--- src/rtl/core/gmwt_pkg.sv ---
`timescale 1ns / 1ps
// gmwt_pkg: request and response words, codes and sequencer states
// for the grid maze wall toggle core; no dependencies

package gmwt_pkg;

  localparam logic [1:0] OP_OPEN  = 2'd0;
  localparam logic [1:0] OP_CLOSE = 2'd1;
  localparam logic [1:0] OP_QUERY = 2'd2;
  localparam logic [1:0] OP_NONE  = 2'd3;

  localparam logic [1:0] DIR_RIGHT = 2'd0;
  localparam logic [1:0] DIR_DOWN  = 2'd1;
  localparam logic [1:0] DIR_LEFT  = 2'd2;
  localparam logic [1:0] DIR_UP    = 2'd3;

  localparam int ROOM_W = 8;

  typedef struct packed {
    logic [1:0]        operation;
    logic [ROOM_W-1:0] room;
    logic [1:0]        direction;
  } gmwt_req_t;

  typedef struct packed {
    logic outcome;
    logic rejected;
  } gmwt_rsp_t;

  // door word per room: bit 0 right door, bit 1 down door
  typedef struct packed {
    logic       wr_en;
    logic [1:0] wr_mask;
    logic [1:0] wr_data;
  } gmwt_mem_ctl_t;

  typedef enum logic [2:0] {
    ST_CLEAR,
    ST_IDLE,
    ST_DIV,
    ST_COL,
    ST_CHECK,
    ST_EVAL,
    ST_WADDR,
    ST_WSTEP
  } gmwt_state_t;

endpackage

--- src/rtl/core/gmwt_door_ram.sv ---
`timescale 1ns / 1ps
// gmwt_door_ram: door memory, one 2-bit word per room, masked write,
// registered read; depends on gmwt_pkg

module gmwt_door_ram #(
  parameter int DEPTH = 256,
  parameter int AW    = 8
) (
  input  logic                   clk,
  input  gmwt_pkg::gmwt_mem_ctl_t ctl,
  input  logic [AW-1:0]          wr_addr,
  input  logic [AW-1:0]          rd_addr,
  output logic [1:0]             rd_data
);
  import gmwt_pkg::*;

  logic [1:0] mem [DEPTH];

  always_ff @(posedge clk) begin
    if (ctl.wr_en) begin
      if (ctl.wr_mask[0]) begin
        mem[wr_addr][0] <= ctl.wr_data[0];
      end
      if (ctl.wr_mask[1]) begin
        mem[wr_addr][1] <= ctl.wr_data[1];
      end
    end
  end

  always_ff @(posedge clk) begin
    rd_data <= mem[rd_addr];
  end

endmodule

--- src/rtl/core/grid_maze_wall_toggle_core.sv ---
`timescale 1ns / 1ps
// grid_maze_wall_toggle_core: top level, request sequencer with a shared
// door lookup and walker step unit; depends on gmwt_pkg and gmwt_door_ram
//
// usage
//   a request word (operation, room, direction) is taken on a clock edge
//   with start high and busy low. busy stays high until the response word
//   is shown on rsp with done high for exactly one cycle; the receiver
//   cannot hold it off, and busy is low again in that same cycle.
//   open and query raise done from the eval state, after the div, col
//   and check states (from the check state for a rejected request or a
//   query left or up off the grid). a close that finds a door runs the
//   wall walk through the shared lookup unit, a waddr and a wstep state
//   per walk step (one door memory read each), at most 4*N+4 steps for
//   N = GRID_SIDE*GRID_SIDE rooms. the door memory read port sets the
//   walk rate. after reset the door memory is swept to its initial pattern
//   (doors everywhere but the right and bottom edges), one room per
//   cycle, with busy high; no request is taken during the sweep.

module grid_maze_wall_toggle_core #(
  parameter int GRID_SIDE = 16
) (
  input  logic               clk,
  input  logic               rst,
  input  logic               start,
  output logic               busy,
  input  gmwt_pkg::gmwt_req_t req,
  output logic               done,
  output gmwt_pkg::gmwt_rsp_t rsp
);
  import gmwt_pkg::*;

  localparam int NUM_ROOMS  = GRID_SIDE * GRID_SIDE;
  localparam int IW         = $clog2(NUM_ROOMS);
  localparam int CW         = $clog2(GRID_SIDE);
  localparam int WALK_LIMIT = 4 * NUM_ROOMS + 4;
  localparam int SW         = $clog2(WALK_LIMIT + 1);
  localparam int DIV_SHIFT  = 16;
  localparam int DIV_MUL    = ((1 << DIV_SHIFT) + GRID_SIDE - 1) / GRID_SIDE;

  gmwt_state_t state, state_next;
  gmwt_req_t   req_q, req_q_next;
  gmwt_rsp_t   rsp_next;
  logic        done_next;

  logic [ROOM_W-1:0] quot, quot_next;
  logic [IW-1:0]     pos_idx, pos_idx_next;
  logic [CW-1:0]     pos_col, pos_col_next;
  logic [1:0]        head, head_next;
  logic [IW-1:0]     start_idx, start_idx_next;
  logic [IW-1:0]     target, target_next;
  logic [SW-1:0]     steps, steps_next;
  logic              border_q, border_q_next;

  gmwt_mem_ctl_t mem_ctl;
  logic [IW-1:0] wr_addr;
  logic [IW-1:0] look_addr;
  logic [1:0]    rd_data;

  logic          border;
  logic          door_bit;
  logic [IW-1:0] mv_idx;
  logic [CW-1:0] mv_col;
  logic          in_grid;
  logic          edge_rej;
  logic          reached;
  logic          back_home;

  gmwt_door_ram #(
    .DEPTH(NUM_ROOMS),
    .AW   (IW)
  ) u_ram (
    .clk    (clk),
    .ctl    (mem_ctl),
    .wr_addr(wr_addr),
    .rd_addr(look_addr),
    .rd_data(rd_data)
  );

  assign wr_addr = (state == ST_CLEAR) ? pos_idx : start_idx;
  assign busy    = (state != ST_IDLE);

  // shared lookup and move unit
  always_comb begin
    border = ((head == DIR_LEFT) && (pos_col == '0)) ||
             ((head == DIR_UP) && (pos_idx < IW'(GRID_SIDE)));
    door_bit = head[0] ? rd_data[1] : rd_data[0];
    case (head)
      DIR_RIGHT: begin
        look_addr = pos_idx;
        mv_idx    = pos_idx + IW'(1);
        mv_col    = pos_col + CW'(1);
      end
      DIR_DOWN: begin
        look_addr = pos_idx;
        mv_idx    = pos_idx + IW'(GRID_SIDE);
        mv_col    = pos_col;
      end
      DIR_LEFT: begin
        look_addr = pos_idx - IW'(1);
        mv_idx    = pos_idx - IW'(1);
        mv_col    = pos_col - CW'(1);
      end
      default: begin
        look_addr = pos_idx - IW'(GRID_SIDE);
        mv_idx    = pos_idx - IW'(GRID_SIDE);
        mv_col    = pos_col;
      end
    endcase
  end

  always_comb begin
    state_next     = state;
    req_q_next     = req_q;
    rsp_next       = rsp;
    done_next      = 1'b0;
    quot_next      = quot;
    pos_idx_next   = pos_idx;
    pos_col_next   = pos_col;
    head_next      = head;
    start_idx_next = start_idx;
    target_next    = target;
    steps_next     = steps;
    border_q_next  = border_q;
    mem_ctl        = '0;
    in_grid        = (32'(req_q.room) < NUM_ROOMS);
    edge_rej       = (req_q.direction == DIR_LEFT) || (req_q.direction == DIR_UP) ||
                     ((req_q.direction == DIR_RIGHT) && (pos_col == CW'(GRID_SIDE - 1))) ||
                     ((req_q.direction == DIR_DOWN) &&
                      (pos_idx >= IW'(NUM_ROOMS - GRID_SIDE)));
    reached        = 1'b0;
    back_home      = 1'b0;

    unique case (state)
      ST_CLEAR: begin
        mem_ctl.wr_en      = 1'b1;
        mem_ctl.wr_mask    = 2'b11;
        mem_ctl.wr_data[0] = (pos_col != CW'(GRID_SIDE - 1));
        mem_ctl.wr_data[1] = (pos_idx < IW'(NUM_ROOMS - GRID_SIDE));
        pos_idx_next = pos_idx + IW'(1);
        pos_col_next = (pos_col == CW'(GRID_SIDE - 1)) ? '0 : pos_col + CW'(1);
        if (pos_idx == IW'(NUM_ROOMS - 1)) begin
          state_next = ST_IDLE;
        end
      end
      ST_IDLE: begin
        if (start) begin
          req_q_next = req;
          state_next = ST_DIV;
        end
      end
      ST_DIV: begin
        quot_next  = ROOM_W'((32'(req_q.room) * DIV_MUL) >> DIV_SHIFT);
        state_next = ST_COL;
      end
      ST_COL: begin
        pos_col_next   = CW'(32'(req_q.room) - 32'(quot) * GRID_SIDE);
        pos_idx_next   = IW'(req_q.room);
        start_idx_next = IW'(req_q.room);
        head_next      = req_q.direction;
        state_next     = ST_CHECK;
      end
      ST_CHECK: begin
        if (!in_grid || (req_q.operation == OP_NONE)) begin
          rsp_next   = '{outcome: 1'b0, rejected: 1'b1};
          done_next  = 1'b1;
          state_next = ST_IDLE;
        end else if (req_q.operation == OP_QUERY) begin
          if (border) begin
            rsp_next   = '{outcome: 1'b0, rejected: 1'b0};
            done_next  = 1'b1;
            state_next = ST_IDLE;
          end else begin
            state_next = ST_EVAL;
          end
        end else if (edge_rej) begin
          rsp_next   = '{outcome: 1'b0, rejected: 1'b1};
          done_next  = 1'b1;
          state_next = ST_IDLE;
        end else begin
          state_next = ST_EVAL;
        end
      end
      ST_EVAL: begin
        mem_ctl.wr_mask = head[0] ? 2'b10 : 2'b01;
        target_next     = head[0] ? pos_idx + IW'(GRID_SIDE) : pos_idx + IW'(1);
        steps_next      = '0;
        state_next      = ST_IDLE;
        done_next       = 1'b1;
        case (req_q.operation)
          OP_QUERY: begin
            rsp_next = '{outcome: door_bit, rejected: 1'b0};
          end
          OP_OPEN: begin
            mem_ctl.wr_en   = !door_bit;
            mem_ctl.wr_data = 2'b11;
            rsp_next        = '{outcome: !door_bit, rejected: 1'b0};
          end
          default: begin
            if (!door_bit) begin
              rsp_next = '{outcome: 1'b1, rejected: 1'b0};
            end else begin
              mem_ctl.wr_en   = 1'b1;
              mem_ctl.wr_data = 2'b00;
              head_next       = head + 2'd1;
              done_next       = 1'b0;
              state_next      = ST_WADDR;
            end
          end
        endcase
      end
      ST_WADDR: begin
        border_q_next = border;
        state_next    = ST_WSTEP;
      end
      ST_WSTEP: begin
        steps_next = steps + SW'(1);
        if (!border_q && door_bit) begin
          pos_idx_next = mv_idx;
          pos_col_next = mv_col;
          head_next    = head - 2'd1;
        end else begin
          head_next = head + 2'd1;
        end
        reached   = (pos_idx_next == target);
        back_home = (pos_idx_next == start_idx) && (head_next == req_q.direction);
        if (reached) begin
          rsp_next   = '{outcome: 1'b1, rejected: 1'b0};
          done_next  = 1'b1;
          state_next = ST_IDLE;
        end else if (back_home || (steps_next == SW'(WALK_LIMIT))) begin
          mem_ctl.wr_en   = 1'b1;
          mem_ctl.wr_mask = req_q.direction[0] ? 2'b10 : 2'b01;
          mem_ctl.wr_data = 2'b11;
          rsp_next        = '{outcome: 1'b0, rejected: 1'b0};
          done_next       = 1'b1;
          state_next      = ST_IDLE;
        end else begin
          state_next = ST_WADDR;
        end
      end
    endcase
  end

  always_ff @(posedge clk) begin
    if (rst) begin
      state   <= ST_CLEAR;
      done    <= 1'b0;
      pos_idx <= '0;
      pos_col <= '0;
      head    <= '0;
      steps   <= '0;
    end else begin
      state   <= state_next;
      done    <= done_next;
      pos_idx <= pos_idx_next;
      pos_col <= pos_col_next;
      head    <= head_next;
      steps   <= steps_next;
    end
  end

  always_ff @(posedge clk) begin
    req_q     <= req_q_next;
    rsp       <= rsp_next;
    quot      <= quot_next;
    start_idx <= start_idx_next;
    target    <= target_next;
    border_q  <= border_q_next;
  end

  a_rej_no_outcome: assert property (@(posedge clk) disable iff (rst)
    done && rsp.rejected |-> !rsp.outcome)
    else $error("rejected response carries an outcome");

  a_single_done: assert property (@(posedge clk) disable iff (rst)
    done |=> !done)
    else $error("two responses in a row");

  a_done_idle: assert property (@(posedge clk) disable iff (rst)
    done |-> (state == ST_IDLE))
    else $error("response shown while still busy");

  a_steps_bound: assert property (@(posedge clk) disable iff (rst)
    (state == ST_WSTEP) |-> (steps < SW'(WALK_LIMIT)))
    else $error("walk ran past its step limit");

  a_write_states: assert property (@(posedge clk) disable iff (rst)
    mem_ctl.wr_en |-> (state == ST_CLEAR) || (state == ST_EVAL) || (state == ST_WSTEP))
    else $error("door memory written outside clear, eval or walk");

endmodule

--- config.mk ---
export PLATFORM = sky130hd
export DESIGN_NAME = grid_maze_wall_toggle_core
export DESIGN_NICKNAME = d
export VERILOG_FILES = /design/src/rtl/core/gmwt_pkg.sv /design/src/rtl/core/gmwt_door_ram.sv /design/src/rtl/core/grid_maze_wall_toggle_core.sv
export SDC_FILE = /design/constraint.sdc
export NUM_CORES = 1
export LEC_CHECK = 0
export ABC_CLOCK_PERIOD_IN_PS = 19500
export BUFFER_PORTS_ARGS = -buffer_cell sky130_fd_sc_hd__buf_4
export CORE_ASPECT_RATIO = 1.4
export CORE_MARGIN = 5
export CORE_UTILIZATION = 55
export CTS_BUF_LIST = sky130_fd_sc_hd__clkbuf_16
export CTS_CLUSTER_DIAMETER = 150
export CTS_CLUSTER_SIZE = 24
export DETAILED_ROUTE_END_ITERATION = 8
export PLACE_DENSITY = 0.7
export REMOVE_ABC_BUFFERS = 1
export SLEW_MARGIN = 40
export SYNTH_ARGS = -nofsm -noshare
export SYNTH_HDL_FRONTEND = slang
export SYNTH_SLANG_ARGS = --single-unit
export TNS_END_PERCENT = 100
--- constraint.sdc ---
create_clock -name clk -period 19.5 [get_ports clk]
set_input_delay 3.9 -clock clk [delete_from_list [all_inputs] [get_ports clk]]
set_output_delay 3.9 -clock clk [all_outputs]
set_load 0.02 [all_outputs]
After elaboration in Yosys (flattened, before gate mapping):

Memory sizes are Yosys's and may differ from the RTL's. A register that Yosys moved wholly into a read port is not among the register bits.
Index checks and enable logic that the tools add are counted.
Widths: inputs -> output; s select.

* $lt $le $gt $ge: 3
* multiplexer cells: 61
* reduce and logical (&&, ||, !) cells: 29
* add/subtract/negate cells: 10
* eq/ne operators: 33

Operator list (number)
* $pmux 8 s3: 2
* $mux 8: 4
* $mux 3: 10
* $mux 2: 14
* $pmux 3 s8: 1
* $pmux 11 s2: 1
* $eq 8x8->1: 2
* $mux 1: 16
* $ne 4x4->1 const B: 4
* $pmux 8 s2: 1
* $pmux 5 s3: 1
* $eq 2x2->1 const B: 6
* $eq 3x3->1 const B: 4
* $pmux 2 s3: 2
* $pmux 4 s3: 1
* $add 11x1->11 const B: 1
* $eq 11x11->1 const B: 1
* $mux 5: 2
* $reduce_bool 3->1: 3
* $add 8x1->8 const B: 1
* $add 8x5->8 const B: 1
* $eq 8x8->1 const B: 1
* $ge 8x8->1 const B: 1
* $lt 8x5->1 const B: 1
* other kinds (33): 55

* input bits: 15
* memory bits (writable): 512
* memories: 1
* register bits: 60

Memories
* u_ram.mem: depth 256, width 2, rd ports 1, clocked after Yosys merged registers in 1, wr ports 1, line gmwt_door_ram.sv:17 `logic [1:0] mem [DEPTH];`

Longest topological paths before layout:

* word-level depth: 13
* mapped depth: 18

Cells and area by module:

Synthesis repeated with hierarchy kept, for this count alone.

* cell total of the unflattened synthesis: 2188
* area, all modules: 27263.6 um2

By module, submodules not included
* gmwt_door_ram: area an instance 22566.6 um2, sequential area each 15414.8 um2, times used 1, cells each 1602
* grid_maze_wall_toggle_core: area an instance 4697.0 um2, sequential area each 1511.4 um2, times used 1, cells each 586

Worst setup path before layout:

No wires, ideal clock.

* path kind: reg2reg
* from: register state[1]
* to: memory u_ram.mem[0][1], data pin
* arrival: 11094 ps
* stages on the path, launching flop included: 6
* path slack: 6220 ps
* data required time: 17313 ps
* cell sequence: dfxtp_1 -> clkbuf_1 -> or3_1 -> clkbuf_1 -> clkbuf_1 -> o21ai_0

RTL lines
* start, declared: line grid_maze_wall_toggle_core.sv:41 `gmwt_state_t state, state_next;`
* start signal, assigned: line grid_maze_wall_toggle_core.sv:254 `state <= state_next;`
* end, declared: line gmwt_door_ram.sv:17

==> metrics.md <==
| Metric | Value |
|---|---|
| # diodes | 0 |
| Fraction of layout instances using a drive strength above 1 | 0.09609 |
| DRC errors left | 0 |
| Pwr/cell area | 72.58 nW/um2 |
| Outcome | finished clean |
| Reg-to-Reg Start | pos_idx[0]$_SDFFE_PP0P_ |
| Max Fclk | 162.4 MHz |
| Core Footprint | 50120 um2 |
| Global-route wire length before repair | 113700 um |
| Die ar. | 55380 um2 |
| Layout Skew | 0.02507 ns |
| Leak pwr | roughly 8.6 nW |
| CP Capture Type | register |
| GR Overflow Total | 0 |
| Die Width | 200.3 um |
| Tcrit/Tclk final | 0.3158 |
| #FFs+latches synth | approximately 570 |
| Syn Area/Cell | 11.66 um2 |
| Vias in the first global route | 19400 |
| Wirelength per Cell | 25.23 um |
| GRT Util Overall | 0.2577 |
| RR Endpoint | u_ram.mem[254][0]$_DFFE_PP_ |
| Syn Inst Count | 2391 |
| Starting Density | 0.5564 |
| Worst vdd ir | 98.85 uV |
| Vias | 19930 |
| Hold Path Class | reg -> reg |
| Critical hold path startpoint | req_q[6]$_DFFE_PP_ |
| Largest net degree at the start of global routing | 257 |
| Startpoint Class | register |
| Port-buffer cells | 18 |
| CTS resizes | 0 |
| CTS Hold Bufs | 0 |
| Worst EP required | approximately 20 ns |
| Ranking of synthesized cells by area | edfxtp_1, nor3_1, mux4_2 |
| # setup viols final | 0 |
| H-tree level count | 1 |
| Fin. Hold Viols | 0 |
| Cell area after synthesis | 27890 um2 |
| Slew headroom | 0.3969 |
| I/O Pins | 19 |
| Critical Path Fanout Max | 140 |
| Antenna violations before repair | 1 |
| Final ANT Viol Nets | 0 |
| Setup tns final | 0 ns |
| Synth-to-Final Area Change | 5.527% |
| WHS Path Cells | 0 |
| Reg2Reg Setup Slack | ~13 ns |
| RSZ-0062 raised after global routing | false |
| Post-CTS setup buffers | 0 |
| Max cap viols | 0 |
| DRT Pass-1 Iters | 5 |
| Register area share after synthesis | 0.6069 |
| Clock transition at path regs | 0.10 ns |
| Dpl hpwl | 43710 um |
| Total power | 2.136 mW |
| CP max-delay cell | dfxtp_1 |
| Final net count | 2286 |
| Slew Limit Fails | 0 |
| CTS tree | yes |
| Routed WL | 73720 um |
| Area leader, netlist | edfxtp_1 |
| DRT iter0 DRCs | 2087 |
| Async set-reset flop share out of synthesis | 0 |
| TritonCTS Buffers | 27 |
| Maximum buffer depth of the clock tree | 3 |
| Most frequent cells in the layout | edfxtp_1, nor3_1, nand2_1, a21oi_1, nor2_1 |
| Tmin final | 6.159 ns |
| Commonest non-fill, non-tap cell in the layout | edfxtp_1 |
| Clk sinks | 574 |
| Die Ht | about 280 um |
| Most used cell, CP | a221oi_1 |
| Clock root buffer | clkbuf_16 |
| Post-synth EDFFs | 543 |
| Gpl congestion | 0.9295 |
| Arrival time at the worst endpoint | 6.47 ns |
| Cell variety after synth | 74 |
| Critical path type | reg -> reg |
| Crit path largest cell delay | roughly 0.87 ns |
| R2R depth | 13 |
| Via density per instance | 6.820 |
| Worst hold slack | 0.4630 ns |
| Critical Path, Cell by Cell | inv_1, ha_1, or3b_1, a221oi_1, a221oi_1, nor4_1, a211oi_1, nand4b_1, o41ai_1, a21oi_1, o21ai_4, clkbuf_8, buf_6 |
| Rows | 97 |
| Synth top area share | 0.5846 |
| Clock latency on the worst-skew pair | about 0.63 ns |
| Worst-Margin Slew | about 0.9 ns |
| Endpoint of the worst hold path | start_idx[4]$_DFFE_PN_ |
| Fill cells | 4011 |
| Main synth FF type | edfxtp_1 |
| Syn. warnings | 0 |
## worst max-delay path by stage
stage                     slack (ns)  cells after the start                     from                           to
after floorplan                 5.17                     11     head[0]$_SDFFE_PP0P_    u_ram.mem[0][1]$_DFFE_PP_
after global placement         13.18                     13  pos_idx[0]$_SDFFE_PP0P_   u_ram.mem[46][0]$_DFFE_PP_
after detailed placement       13.48                     13  pos_idx[0]$_SDFFE_PP0P_   u_ram.mem[44][0]$_DFFE_PP_
after CTS                      13.45                     13  pos_idx[0]$_SDFFE_PP0P_  u_ram.mem[251][0]$_DFFE_PP_
after global routing           13.03                     13  pos_idx[0]$_SDFFE_PP0P_   u_ram.mem[43][0]$_DFFE_PP_
final                          13.34                     13  pos_idx[0]$_SDFFE_PP0P_  u_ram.mem[254][0]$_DFFE_PP_
## synthesized netlist by cell type (17+ instances only)
cell type	number
xnor2_1	22
a22oi_1	33
a211oi_1	17
edfxtp_1	543
o21ai_0	48
inv_1	18
a221oi_1	29
mux4_2	69
buf_1	27
a21oi_1	109
nand3_1	57
dfxtp_1	31
nor2_1	92
mux2i_1	49
nor3_1	529
nand2_1	259
a31oi_1	28
buf_2	26
and3_1	18
clkbuf_1	160
## where the power goes
group	leakage (nW)	total [mW]	internal, mW	switching (mW)
clock	0.456	0.636	0.256	0.380
sequential	4.92	1.33	1.33	0.00527
combinational	3.23	0.167	0.0591	0.108
## sequential cells by signal (all words and copies together), names as in the netlist
register,count
u_ram.mem,512
state,3
pos_idx,8
pos_col,4
done,1
rsp,2
req_q,12
border_q,1
head,2
steps,11
start_idx,8
target,8
u_ram.rd_data,2
## cell families (layout without fill, tap and decap cells)
logic type               after synthesis  in the layout  share of synthesized area
AO/OA/AOI/OAI                        355            355                    0.08474
XOR/XNOR                              33             33                    0.01036
adder cells (fa/ha/maj)               13             13                   0.005832
buffers and inverters                247            135                    0.03656
flip-flops                           574            574                     0.6069
multiplexers                         122            122                    0.07492
AND/OR/NAND/NOR                     1047           1047                     0.1807
## final cells by class
type | count | area (um2) | area share
timing repair buffer | 67 | 658.1 | 0.02236
clock buffer | 27 | 675.6 | 0.02296
inverter | 18 | 67.56 | 0.002296
sequential | 574 | 16930 | 0.5752
clock inverter | 23 | 102.6 | 0.003486
multi-input combinational | 1570 | 10190 | 0.3463
tap | 643 | 804.5 | 0.02733
## routing by layer
layer | routed length (um) | part of all wire | vias to the layer above | global-route usage
met3 | 4700 | 0.064 | 172 | 0.02555
met5 | 12 | 0.00016 | - | 0
met1 | 27770 | 0.38 | 9973 | 0.3280
met2 | 37890 | 0.51 | 849 | 0.4566
li1 | - | - | 8931 | -
met4 | 3342 | 0.045 | 2 | 0.1033
## metrics by stage
stage | utilization | setup WS [ns] | std cells | instance area [um2]
floorplan | - | 5.170 | 2162 | 26940
global placement | 0.5681 | 13.18 | 2866 | 28470
detailed placement | 0.5707 | 13.48 | 2871 | 28610
CTS | 0.5863 | 13.45 | 2921 | 29390
global route | 0.5872 | 13.03 | 2922 | 29430
finish | 0.5872 | 13.34 | 2922 | 29430
## critical path: cells and delay by family, from the launching register on
| family | cells | cell delay [ns] |
|---|---|---|
| AOI/OAI and AO/OA | 6 | 2.24 |
| buffers and inverters | 3 | 1.66 |
| DFF | 1 | 0.87 |
| and+or+nand+nor | 3 | 0.61 |
| adders and majority gates | 1 | 0.38 |
No activity file was read; power rests on OpenSTA's default activity.
